**config.mk**
```make
export PLATFORM = sky130hd
export DESIGN_NAME = top_k_score_table_top_flat
export DESIGN_NICKNAME = d
export VERILOG_FILES = /design/src/rtl/tkst_pkg.sv /design/src/rtl/tkst_ifs.sv /design/src/rtl/tkst_cell.sv /design/src/rtl/top_k_score_table_top.sv /design/src/flat_wrapper.sv
export SDC_FILE = /design/constraint.sdc
export NUM_CORES = 2
export LEC_CHECK = 0
export BUFFER_PORTS_ARGS = -buffer_cell sky130_fd_sc_hd__buf_2
export CAP_MARGIN = 10
export CORE_UTILIZATION = 50
export CTS_BUF_LIST = sky130_fd_sc_hd__clkbuf_16
export DETAILED_ROUTE_END_ITERATION = 8
export GPL_TIMING_DRIVEN = 0
export PLACE_DENSITY = 0.74
export SYNTH_ARGS = -nofsm -noshare
export SYNTH_HDL_FRONTEND = slang
export SYNTH_SLANG_ARGS = --single-unit
```
**constraint.sdc**
```tcl
create_clock -name clk -period 5 [get_ports clk]
set_input_delay 0.75 -clock clk [delete_from_list [all_inputs] [get_ports clk]]
set_output_delay 0.75 -clock clk [all_outputs]
set_load 0.005 [all_outputs]
```
**src/rtl/tkst_pkg.sv**
```systemverilog
package tkst_pkg;

  localparam int SCORE_W = 31;
  localparam int TAG_W   = 24;
  localparam int OP_W    = 2;
  localparam int POS_W   = 4;
  localparam int RIDX_W  = 4;
  localparam int CNT_W   = 4;

  localparam logic [OP_W-1:0] OP_INSERT = 2'd0;
  localparam logic [OP_W-1:0] OP_PROBE  = 2'd1;
  localparam logic [OP_W-1:0] OP_READ   = 2'd2;

  localparam logic [7:0] CHAR_UNDERSCORE = 8'h5F;
  localparam logic [7:0] CHAR_SPACE      = 8'h20;
  localparam logic [7:0] CHAR_END        = 8'h00;

  typedef struct packed {
    logic               gt;
    logic [SCORE_W-1:0] score;
    logic [TAG_W-1:0]   initials;
  } cell_link_t;

endpackage

```
**src/rtl/tkst_ifs.sv**
```systemverilog
interface tkst_in_if;
  import tkst_pkg::*;
  logic               valid;
  logic               ready;
  logic [OP_W-1:0]    opcode;
  logic [SCORE_W-1:0] new_score;
  logic [TAG_W-1:0]   new_initials;
  logic [RIDX_W-1:0]  read_index;

  modport source (output valid, opcode, new_score, new_initials, read_index, input ready);
  modport sink   (input valid, opcode, new_score, new_initials, read_index, output ready);
endinterface

interface tkst_out_if;
  import tkst_pkg::*;
  logic               valid;
  logic               ready;
  logic               accepted;
  logic [POS_W-1:0]   position;
  logic               entry_valid;
  logic [SCORE_W-1:0] entry_score;
  logic [TAG_W-1:0]   entry_initials;
  logic [CNT_W-1:0]   entry_count;
  logic [SCORE_W-1:0] top_score;

  modport source (output valid, accepted, position, entry_valid, entry_score,
                  entry_initials, entry_count, top_score, input ready);
  modport sink   (input valid, accepted, position, entry_valid, entry_score,
                  entry_initials, entry_count, top_score, output ready);
endinterface

```
**src/rtl/tkst_cell.sv**
```systemverilog
module tkst_cell
  import tkst_pkg::*;
(
  input  logic               clk,
  input  logic               rst_n,
  input  logic               ins_en,
  input  logic [SCORE_W-1:0] new_score,
  input  logic [TAG_W-1:0]   new_initials,
  input  cell_link_t         prev_link,
  output cell_link_t         next_link
);

  logic [SCORE_W-1:0] score_r, score_nxt;
  logic [TAG_W-1:0]   initials_r, initials_nxt;
  logic               gt;

  assign gt = new_score > score_r;

  always_comb begin
    score_nxt    = score_r;
    initials_nxt = initials_r;
    if (ins_en) begin
      if (prev_link.gt) begin
        score_nxt    = prev_link.score;
        initials_nxt = prev_link.initials;
      end else if (gt) begin
        score_nxt    = new_score;
        initials_nxt = new_initials;
      end
    end
  end

  always_ff @(posedge clk) begin
    if (!rst_n) begin
      score_r    <= '0;
      initials_r <= '0;
    end else begin
      score_r    <= score_nxt;
      initials_r <= initials_nxt;
    end
  end

  assign next_link.gt       = gt;
  assign next_link.score    = score_r;
  assign next_link.initials = initials_r;

endmodule

```
**src/rtl/top_k_score_table_top.sv**
```systemverilog
// A result item appears in the output register in the cycle after its item is accepted.
// Throughput: one item per cycle while the output is not stalled; every cell compares and shifts in the same cycle.
// The output register is released while a new item is accepted, so stalls cost no bubbles.
// Reset: synchronous, active low; clears the table, the count and the best score.
module top_k_score_table_top
  import tkst_pkg::*;
#(
  parameter int ENTRIES = 10
) (
  input logic        clk,
  input logic        rst_n,
  tkst_in_if.sink    in_ch,
  tkst_out_if.source out_ch
);

  localparam int CW  = $clog2(ENTRIES + 1);
  localparam int IW  = (ENTRIES > 1) ? $clog2(ENTRIES) : 1;
  localparam int RW  = (IW > RIDX_W) ? IW : RIDX_W;
  localparam int CRW = (CW > RIDX_W) ? CW : RIDX_W;

  function automatic logic [TAG_W-1:0] clean_tag(input logic [TAG_W-1:0] tag);
    logic [TAG_W-1:0] res;
    logic             ended;
    logic [7:0]       ch;
    res   = '0;
    ended = 1'b0;
    for (int b = 2; b >= 0; b--) begin
      ch = tag[8*b +: 8];
      if (ch == CHAR_END) ended = 1'b1;
      if (ended) ch = CHAR_END;
      else if (ch == CHAR_UNDERSCORE) ch = CHAR_SPACE;
      res[8*b +: 8] = ch;
    end
    return res;
  endfunction

  cell_link_t         link [ENTRIES+1];
  logic               fire;
  logic               ins_en;
  logic               any_gt;
  logic [POS_W-1:0]   slot_pos;
  logic [SCORE_W-1:0] rd_score;
  logic [TAG_W-1:0]   rd_initials;
  logic               rd_ok;
  logic [TAG_W-1:0]   tag_clean;

  logic [CW-1:0]      count_r, count_nxt;
  logic [SCORE_W-1:0] best_r, best_nxt;

  logic               out_valid_r, out_valid_nxt;
  logic               acc_r, acc_nxt;
  logic [POS_W-1:0]   pos_r, pos_nxt;
  logic               ev_r, ev_nxt;
  logic [SCORE_W-1:0] es_r, es_nxt;
  logic [TAG_W-1:0]   et_r, et_nxt;

  assign in_ch.ready = !out_valid_r || out_ch.ready;
  assign fire        = in_ch.valid && in_ch.ready;
  assign tag_clean   = clean_tag(in_ch.new_initials);
  assign any_gt      = link[ENTRIES].gt;
  assign ins_en      = fire && (in_ch.opcode == OP_INSERT) && any_gt;

  assign link[0] = '{gt: 1'b0, score: '0, initials: '0};

  for (genvar i = 0; i < ENTRIES; i++) begin : g_cell
    tkst_cell u_cell (
      .clk          (clk),
      .rst_n        (rst_n),
      .ins_en       (ins_en),
      .new_score    (in_ch.new_score),
      .new_initials (tag_clean),
      .prev_link    (link[i]),
      .next_link    (link[i+1])
    );
  end

  always_comb begin
    slot_pos    = '0;
    rd_score    = '0;
    rd_initials = '0;
    for (int i = 0; i < ENTRIES; i++) begin
      if (link[i+1].gt && !link[i].gt) slot_pos = slot_pos | POS_W'(i);
      if (RW'(i) == RW'(in_ch.read_index)) begin
        rd_score    = rd_score | link[i+1].score;
        rd_initials = rd_initials | link[i+1].initials;
      end
    end
  end

  assign rd_ok = (CRW'(in_ch.read_index) < CRW'(count_r))
              && (CRW'(in_ch.read_index) < CRW'(ENTRIES));

  always_comb begin
    acc_nxt = 1'b0;
    pos_nxt = '0;
    ev_nxt  = 1'b0;
    es_nxt  = '0;
    et_nxt  = '0;
    unique case (in_ch.opcode) inside
      OP_INSERT, OP_PROBE: begin
        acc_nxt = any_gt;
        pos_nxt = any_gt ? slot_pos : '0;
      end
      OP_READ: begin
        ev_nxt = rd_ok;
        es_nxt = rd_ok ? rd_score : '0;
        et_nxt = rd_ok ? rd_initials : '0;
      end
      default: begin
        acc_nxt = 1'b0;
      end
    endcase
  end

  always_comb begin
    count_nxt = count_r;
    best_nxt  = best_r;
    if (ins_en) begin
      if (count_r != CW'(ENTRIES)) count_nxt = count_r + CW'(1);
      if (in_ch.new_score > best_r) best_nxt = in_ch.new_score;
    end
  end

  always_comb begin
    out_valid_nxt = out_valid_r;
    if (fire) out_valid_nxt = 1'b1;
    else if (out_ch.ready) out_valid_nxt = 1'b0;
  end

  always_ff @(posedge clk) begin
    if (!rst_n) begin
      count_r     <= '0;
      best_r      <= '0;
      out_valid_r <= 1'b0;
    end else begin
      count_r     <= count_nxt;
      best_r      <= best_nxt;
      out_valid_r <= out_valid_nxt;
    end
  end

  always_ff @(posedge clk) begin
    if (fire) begin
      acc_r <= acc_nxt;
      pos_r <= pos_nxt;
      ev_r  <= ev_nxt;
      es_r  <= es_nxt;
      et_r  <= et_nxt;
    end
  end

  logic [CNT_W-1:0]   cnt_out_r;
  logic [SCORE_W-1:0] top_out_r;

  always_ff @(posedge clk) begin
    if (fire) begin
      cnt_out_r <= CNT_W'(count_nxt);
      top_out_r <= best_nxt;
    end
  end

  assign out_ch.valid          = out_valid_r;
  assign out_ch.accepted       = acc_r;
  assign out_ch.position       = pos_r;
  assign out_ch.entry_valid    = ev_r;
  assign out_ch.entry_score    = es_r;
  assign out_ch.entry_initials = et_r;
  assign out_ch.entry_count    = cnt_out_r;
  assign out_ch.top_score      = top_out_r;

endmodule
```
**src/flat_wrapper.sv**
```systemverilog
// flat-port wrapper written by rule: the top's interface ports become plain ports
module top_k_score_table_top_flat import tkst_pkg::*;
#(
  parameter int ENTRIES = 10
)
  (clk, rst_n, in_ch_valid, in_ch_opcode, in_ch_new_score, in_ch_new_initials, in_ch_read_index, in_ch_ready, out_ch_valid, out_ch_accepted, out_ch_position, out_ch_entry_valid, out_ch_entry_score, out_ch_entry_initials, out_ch_entry_count, out_ch_top_score, out_ch_ready);
  tkst_in_if in_ch_i ();
  tkst_out_if out_ch_i ();
  input logic clk;
  input logic rst_n;
  input wire logic [$bits(in_ch_i.valid)-1:0] in_ch_valid;
  input wire logic [$bits(in_ch_i.opcode)-1:0] in_ch_opcode;
  input wire logic [$bits(in_ch_i.new_score)-1:0] in_ch_new_score;
  input wire logic [$bits(in_ch_i.new_initials)-1:0] in_ch_new_initials;
  input wire logic [$bits(in_ch_i.read_index)-1:0] in_ch_read_index;
  output wire logic [$bits(in_ch_i.ready)-1:0] in_ch_ready;
  output wire logic [$bits(out_ch_i.valid)-1:0] out_ch_valid;
  output wire logic [$bits(out_ch_i.accepted)-1:0] out_ch_accepted;
  output wire logic [$bits(out_ch_i.position)-1:0] out_ch_position;
  output wire logic [$bits(out_ch_i.entry_valid)-1:0] out_ch_entry_valid;
  output wire logic [$bits(out_ch_i.entry_score)-1:0] out_ch_entry_score;
  output wire logic [$bits(out_ch_i.entry_initials)-1:0] out_ch_entry_initials;
  output wire logic [$bits(out_ch_i.entry_count)-1:0] out_ch_entry_count;
  output wire logic [$bits(out_ch_i.top_score)-1:0] out_ch_top_score;
  input wire logic [$bits(out_ch_i.ready)-1:0] out_ch_ready;
  assign in_ch_i.valid = in_ch_valid;
  assign in_ch_i.opcode = in_ch_opcode;
  assign in_ch_i.new_score = in_ch_new_score;
  assign in_ch_i.new_initials = in_ch_new_initials;
  assign in_ch_i.read_index = in_ch_read_index;
  assign in_ch_ready = in_ch_i.ready;
  assign out_ch_valid = out_ch_i.valid;
  assign out_ch_accepted = out_ch_i.accepted;
  assign out_ch_position = out_ch_i.position;
  assign out_ch_entry_valid = out_ch_i.entry_valid;
  assign out_ch_entry_score = out_ch_i.entry_score;
  assign out_ch_entry_initials = out_ch_i.entry_initials;
  assign out_ch_entry_count = out_ch_i.entry_count;
  assign out_ch_top_score = out_ch_i.top_score;
  assign out_ch_i.ready = out_ch_ready;
  top_k_score_table_top #(.ENTRIES(ENTRIES)) u_core (.clk(clk), .rst_n(rst_n), .in_ch(in_ch_i), .out_ch(out_ch_i));
endmodule
```
Word level (Yosys, flattened, before mapping)
Index checks and enable logic that the tools add are counted.
{"block": "op_classes", "n_addsub": 1, "n_lt_le_gt_ge": 13, "n_eq_ne": 15, "muxes": 80, "bitwise_logic": 18, "reduce_logical": 52}
{"cell": "$mux W31", "n": 30}
{"cell": "$mux W24", "n": 28}
{"cell": "$gt A31 B31 Y1", "n": 11}
{"cell": "$or A31 B31 Y31", "n": 9}
{"cell": "$or A24 B24 Y24", "n": 9}
{"cell": "$mux W8", "n": 6}
{"cell": "$eq A8 B7 Y1 const B", "n": 3}
{"cell": "$logic_not A8 Y1", "n": 3}
{"cell": "$reduce_and A2 Y1", "n": 12}
{"cell": "$reduce_bool A2 Y1", "n": 10}
{"cell": "$eq A3 B4 Y1 const A", "n": 4}
{"cell": "$mux W4", "n": 4}
{"cell": "$logic_and A1 B1 Y1", "n": 13}
{"cell": "$mux W3", "n": 4}
{"cell": "$logic_not A1 Y1", "n": 10}
{"cell": "$eq A2 B4 Y1 const A", "n": 2}
{"cell": "$eq A4 B4 Y1 const A", "n": 2}
{"cell": "$mux W1", "n": 6}
{"cell": "$add A4 B1 Y4 const B", "n": 1}
{"cell": "$eq A1 B4 Y1 const A", "n": 1}
{"cell": "$logic_not A4 Y1", "n": 1}
{"cell": "$lt A4 B4 Y1", "n": 1}
{"cell": "$lt A4 B4 Y1 const B", "n": 1}
{"cell": "$mux W2", "n": 2}
{"cell": "other kinds (6)", "n": 6}
{"block": "totals", "ff_bits": 682}

Logic depth before layout (Yosys ltp)
{"block": "depth", "ltp_word": 20, "mapped_depth": 14, "mapped_depth_nobuf": 10}

Modules after synthesis
From an unflattened synthesis, not the netlist that was laid out.
{"block": "unflattened", "hier_cells": 5192, "hier_area_um2": 42933.7}
{"mod": "tkst_cell", "instances": 10, "cells_each": 425, "area_per_inst_um2": 3377.0}
{"mod": "top_k_score_table_top", "instances": 1, "cells_each": 942, "area_per_inst_um2": 9163.8}

Worst setup path after synthesis
OpenSTA, ideal clock, no wires.
{"block": "synth_path", "path_type": "input to register", "start": "input in_ch_new_score[0]", "end": "register u_core.top_out_r[0], in the netlist u_core.out_ch.top_score[0] (data pin)", "setup_time_ps": 262, "arrival_time_ps": 3111, "required_time_ps": 4738, "setup_slack_ps": 1628, "cell_stages": 12, "n_path_buf": 3, "cell_sequence": "clkbuf_1 -> inv_1 -> ha_1 -> nand3_1 -> nor2_1 -> and3_1 -> nor4_1 -> o21a_1 -> buf_6 -> nor3b_2 -> buf_6 -> mux2_4"}
{"block": "synth_between", "elab_chain_len": 3}
{"element": "from (decl)", "line_no": "flat_wrapper.sv:13", "source": "input wire logic [$bits(in_ch_i.new_score)-1:0] in_ch_new_score;"}
{"element": "$gt A31 B31 Y1 (on tied branches)", "line_no": "top_k_score_table_top.sv:120, tkst_cell.sv:17"}
{"element": "$mux W31 or $logic_and A1 B1 Y1 (tied branches)", "line_no": "top_k_score_table_top.sv:120, top_k_score_table_top.sv:61"}
{"element": "$mux W31 (*)", "line_no": "top_k_score_table_top.sv:118", "source": "if (ins_en) begin"}
{"element": "named net u_core.best_nxt[0]", "line_no": "top_k_score_table_top.sv:48", "source": "logic [SCORE_W-1:0] best_r, best_nxt;"}
{"element": "to (signal assigned)", "line_no": "top_k_score_table_top.sv:158", "source": "top_out_r <= best_nxt;"}
{"element": "to (decl)", "line_no": "top_k_score_table_top.sv:153", "source": "logic [SCORE_W-1:0] top_out_r;"}
The timed path passes the listed nets; every way through them passes the cells marked *.
A chain may end at the register's enable or synchronous reset.

Worst setup path in the final report
{"block": "layout_path", "start": "input in_ch_new_score[24]", "end": "register u_core.g_cell[3].u_cell.score_r[25]"}
{"block": "layout_between", "elab_chain_len": 3}
{"element": "$gt A31 B31 Y1", "line_no": "tkst_cell.sv:17", "source": "assign gt = new_score > score_r;"}
{"element": "$reduce_bool A2 Y1 (no source line) or $logic_and A1 B1 Y1 (tied branches)"}
{"element": "$reduce_and A2 Y1 (no source line)"}
{"element": "to (signal assigned)", "line_no": "tkst_cell.sv:38", "source": "score_r <= score_nxt;"}
{"element": "to (decl)", "line_no": "tkst_cell.sv:13", "source": "logic [SCORE_W-1:0] score_r, score_nxt;"}
Parallel ways exist; a longest one is shown, timed or not.

==> impl_metrics.csv <==
group,metric,value,unit
sta,fin_crit_sh,1.02,
clocking,cts_buffer_depth,3,
global_route,grt_max_degree,64,
sta,worstMarginPinSlew,1.33,ns
min_path,min_path_cells,3,
setup_path,r2r_start,"u_core.g_cell[2].u_cell.score_r[30]$_SDFFE_PN0P_",
placed_design,place.port_buffers,160,
floorplan,io_pins,163,
clocking,cts_buffers,79,
routing,wl_met3,17.7,mm
floorplan,die_h,284,um
synthesis,ys_seq_area_frac,0.367,
run,maxCapViolCount,0,
routing,vias_per_cell,6.47,
setup_path,critPathKind,"in2reg",
power,power.leakage,16.3,nW
setup_path,r2r_cells,11,
synthesis,synth_warnings,0,
sta,min_period,5.09,ns
floorplan,dieArea,0.0809,sq mm
routing,finalWirelength,158,mm
synthesis,avgSynthCellArea,8.55,sq um
setup_path,cp.required,5.48,ns
setup_path,arrival,5.57,ns
setup_path,crit_path_end_kind,"flop",
synthesis,syn_inst,4661,
cells_and_area,nets,5328,
routing,drt_iter0_drc,4791,
global_route,grt_usage,0.377,
power,ir_worst_vdd,0.211,mV
floorplan,core_area,0.0790,sq mm
cells_and_area,area.sequential,0.0146,sq mm
routing,drc_errors,0,
synthesis,ys.flop_type,"dfxtp_1",
clocking,htree_levels,3,
routing,wl_per_cell,26.2,um
cells_and_area,syn2layout_area_growth,12.2,%
clocking,ctsResizeCount,0,
clocking,cts_sinks,682,
sta,skew,0.0344,ns
sta,hold_viol_final,0,
routing,postRouteAntennaNets,0,
setup_path,start_kind,"input port",
sta,fmax,0.197,GHz
min_path,hp-start,"in_ch_valid",
status,status,"complete, but fails checks",
global_route,antenna_found_initial,5,
synthesis,async_reset_ff_frac,0,
setup_path,crit_fanout,13,
sta,rsz0062_at_grt,"no",
floorplan,die_x,284,um
cells_and_area,multiInputGateArea,0.0224,sq mm
global_route,globalRouteOverflowTotal,0,
synthesis,synth_cell_types,65,
sta,setup_viol,10,
synthesis,syn-num-nets,5072,
clocking,cts_setup_buffers,0,
clocking,clock_latency,0.67,ns
sta,timing.hold.ws,0.350,ns
global_route,grt_pass1_wl,231,mm
cells_and_area,final_core_util,0.566,
synthesis,synth_edf_count,96,
status,failed_checks,"setup timing",
global_route,grt_pass1_vias,36400,
routing,vias,39000,
cells_and_area,drive_gt1_frac,0.0988,
clocking,root_buffer,"clkbuf_16",
sta,drv_slew,0,
synthesis,syn_area,0.0399,sq mm
floorplan,num_rows,103,
min_path,hold_path.class,"in2reg",
setup_path,ff2ff_setup_slack,-0.09,ns
placed_design,finalWeightedCongestion,1.05,
min_path,min_to,"u_core.out_ch.valid$_SDFFE_PN0P_",
clocking,cts_hold_buf,0,
routing,wl_met1,62.1,mm
sta,tns,-0.668,ns
sta,relSlewSlack,0.111,
floorplan,start_util,0.505,
cells_and_area,fill_cells,7256,
power,power_density,318,mW/mm^2
clocking,clk_pin_slew,0.06,ns
routing,dr.max_layer_used,"met5",
clocking,tritoncts,"yes",
synthesis,ys_seq_elements,682,
setup_path,worstReg2RegEnd,"u_core.g_cell[3].u_cell.score_r[25]$_SDFFE_PN0P_",
routing,dr.pass1.iters,8,
placed_design,post-dp-hpwl,117,mm
routing,wl_met2,66.9,mm
sta,setup_slack,-0.0881,ns
placed cells by master, fill, tap and decap left out, types with 9 or more instances in the layout:
cell type,Yosys,final
o31ai_1,31,31
nand4_1,58,58
nand3_1,51,51
o2bb2ai_1,111,111
a22oi_1,277,277
edfxtp_1,96,96
dfxtp_1,586,586
ha_1,346,346
nor4_1,15,14
mux2i_1,224,224
o21ai_0,52,52
buf_4,5,10
a311oi_1,37,37
nor3_1,21,16
buf_1,26,26
mux2_4,30,30
and4_1,12,12
nand3b_1,9,9
a211oi_1,301,301
a31oi_1,56,56
mux2_2,39,39
a21oi_1,359,359
clkinv_2,0,13
clkinv_1,0,22
buf_2,100,260
or3_1,24,24
nor2_1,583,580
nand2_1,367,367
clkbuf_1,242,240
inv_1,351,362
o21a_1,11,11
a21o_1,31,31
a221oi_1,69,69
clkbuf_16,0,82
and2_1,52,52
buf_6,4,10
sequential cells by signal (all words and copies together) (netlist names):
signal and cells:
u_core.g_cell.u_cell.score_r 310, u_core.g_cell.u_cell.initials_r 240, u_core.best_r 31, u_core.out_ch.entry_score 31
u_core.out_ch.top_score 31, u_core.out_ch.entry_initials 24, u_core.count_r 4, u_core.out_ch.entry_count 4
u_core.out_ch.position 4, u_core.out_ch.accepted 1, u_core.out_ch.entry_valid 1, u_core.out_ch.valid 1
final cells by class:
cell class	count	share of cell area
multi-input cells	3250	0.501
flip-flops and latches	682	0.327
clock buffers	82	0.0459
plain buffers	377	0.0356
inverters	352	0.0296
well taps	1050	0.0294
repair buffers	175	0.0222
clock inverters	62	0.00996
diodes	1	0.0000560
worst max-delay path by stage:
stage	cells after the start	startpoint	endpoint	slack [ns]
finish	12	in_ch_new_score[24]	u_core.g_cell[3].u_cell.score_r[25]$_SDFFE_PN0P_	-0.09
global route	12	u_core.g_cell[2].u_cell.score_r[24]$_SDFFE_PN0P_	u_core.g_cell[3].u_cell.score_r[25]$_SDFFE_PN0P_	0.12
CTS	14	in_ch_new_score[0]	u_core.g_cell[0].u_cell.score_r[30]$_SDFFE_PN0P_	0.28
detailed placement	14	in_ch_new_score[0]	u_core.g_cell[0].u_cell.score_r[27]$_SDFFE_PN0P_	-0.38
global placement	6	in_ch_read_index[1]	u_core.out_ch.entry_score[30]$_SDFFCE_PN0P_	-1.67
floorplan	12	in_ch_new_score[0]	u_core.out_ch.top_score[0]$_DFFE_PP_	1.63
cells by family (layout without fill, tap and decap cells):
group                    Yosys count  in the layout  share of synthesized area
AO/OA/AOI/OAI                   1384           1384                      0.241
AND/OR/NAND/NOR                 1225           1225                      0.132
adder cells (fa/ha/maj)          346            346                      0.109
other                              0              1                          0
buffers and inverters            729           1048                     0.0730
multiplexers                     293            293                     0.0786
XOR/XNOR                           2              2                   0.000439
flip-flops                       682            682                      0.367
per-stage QoR:
| step | power (W) | cells | setup slack [ns] | area (sq um) |
|---|---|---|---|---|
| floorplan | 0.00755 | 4661 | 1.63 | 39900 |
| global placement | 0.00842 | 5871 | -1.67 | 42000 |
| detailed placement | 0.00848 | 5885 | -0.381 | 42200 |
| CTS | 0.0141 | 6029 | 0.280 | 44700 |
| global route | 0.0146 | 6030 | 0.121 | 44700 |
| finish | 0.0142 | 6031 | -0.0881 | 44700 |
Yosys cell counts, types with 8 or more instances:
cell	n	share of area
or3_1	24	0.0038
nand2_1	367	0.035
nand3b_1	9	0.0017
nor2_1	583	0.055
mux2_2	39	0.011
nand4_1	58	0.0091
buf_2	100	0.013
buf_1	26	0.0024
a21o_1	31	0.0058
mux2i_1	224	0.056
nor4_1	15	0.0024
a22oi_1	277	0.052
o21a_1	11	0.0021
nor2b_1	8	0.0013
a311oi_1	37	0.0081
nor3_1	21	0.0026
o21ai_0	52	0.0065
a221oi_1	69	0.015
o31ai_1	31	0.0058
and4_1	12	0.0026
ha_1	346	0.11
edfxtp_1	96	0.072
a211oi_1	301	0.057
a31oi_1	56	0.0088
inv_1	351	0.033
dfxtp_1	586	0.29
o2bb2ai_1	111	0.024
clkbuf_1	242	0.023
a21oi_1	359	0.045
mux2_4	30	0.011
and2_1	52	0.0082
nand3_1	51	0.0064
power breakdown:
group          internal (W)  switching [W]  total [W]  leakage [nW]
sequential          0.00577       0.000161    0.00593          5.72
clock               0.00320        0.00256    0.00575          1.27
combinational      0.000829        0.00172    0.00255          9.34
total               0.00980        0.00444     0.0142          16.3
critical path, cell delays in order:
cell and delay (ns):
buf_2 0.31, ha_1 0.32, a21o_1 0.16, nand3_1 0.07, a21oi_1 0.13, a211oi_1 0.84, o2111a_1 0.41, clkbuf_1 0.64
o21ai_1 0.22, nand3_1 0.73, clkbuf_1 0.79, a22oi_1 0.17
metal layers:
metal | up-vias | track usage
met5 | - | 0
met4 | 6 | 0.241
met3 | 567 | 0.100
met2 | 2398 | 0.565
met1 | 18600 | 0.478
li1 | 17500 | -
(Power assumes the default switching activity.)
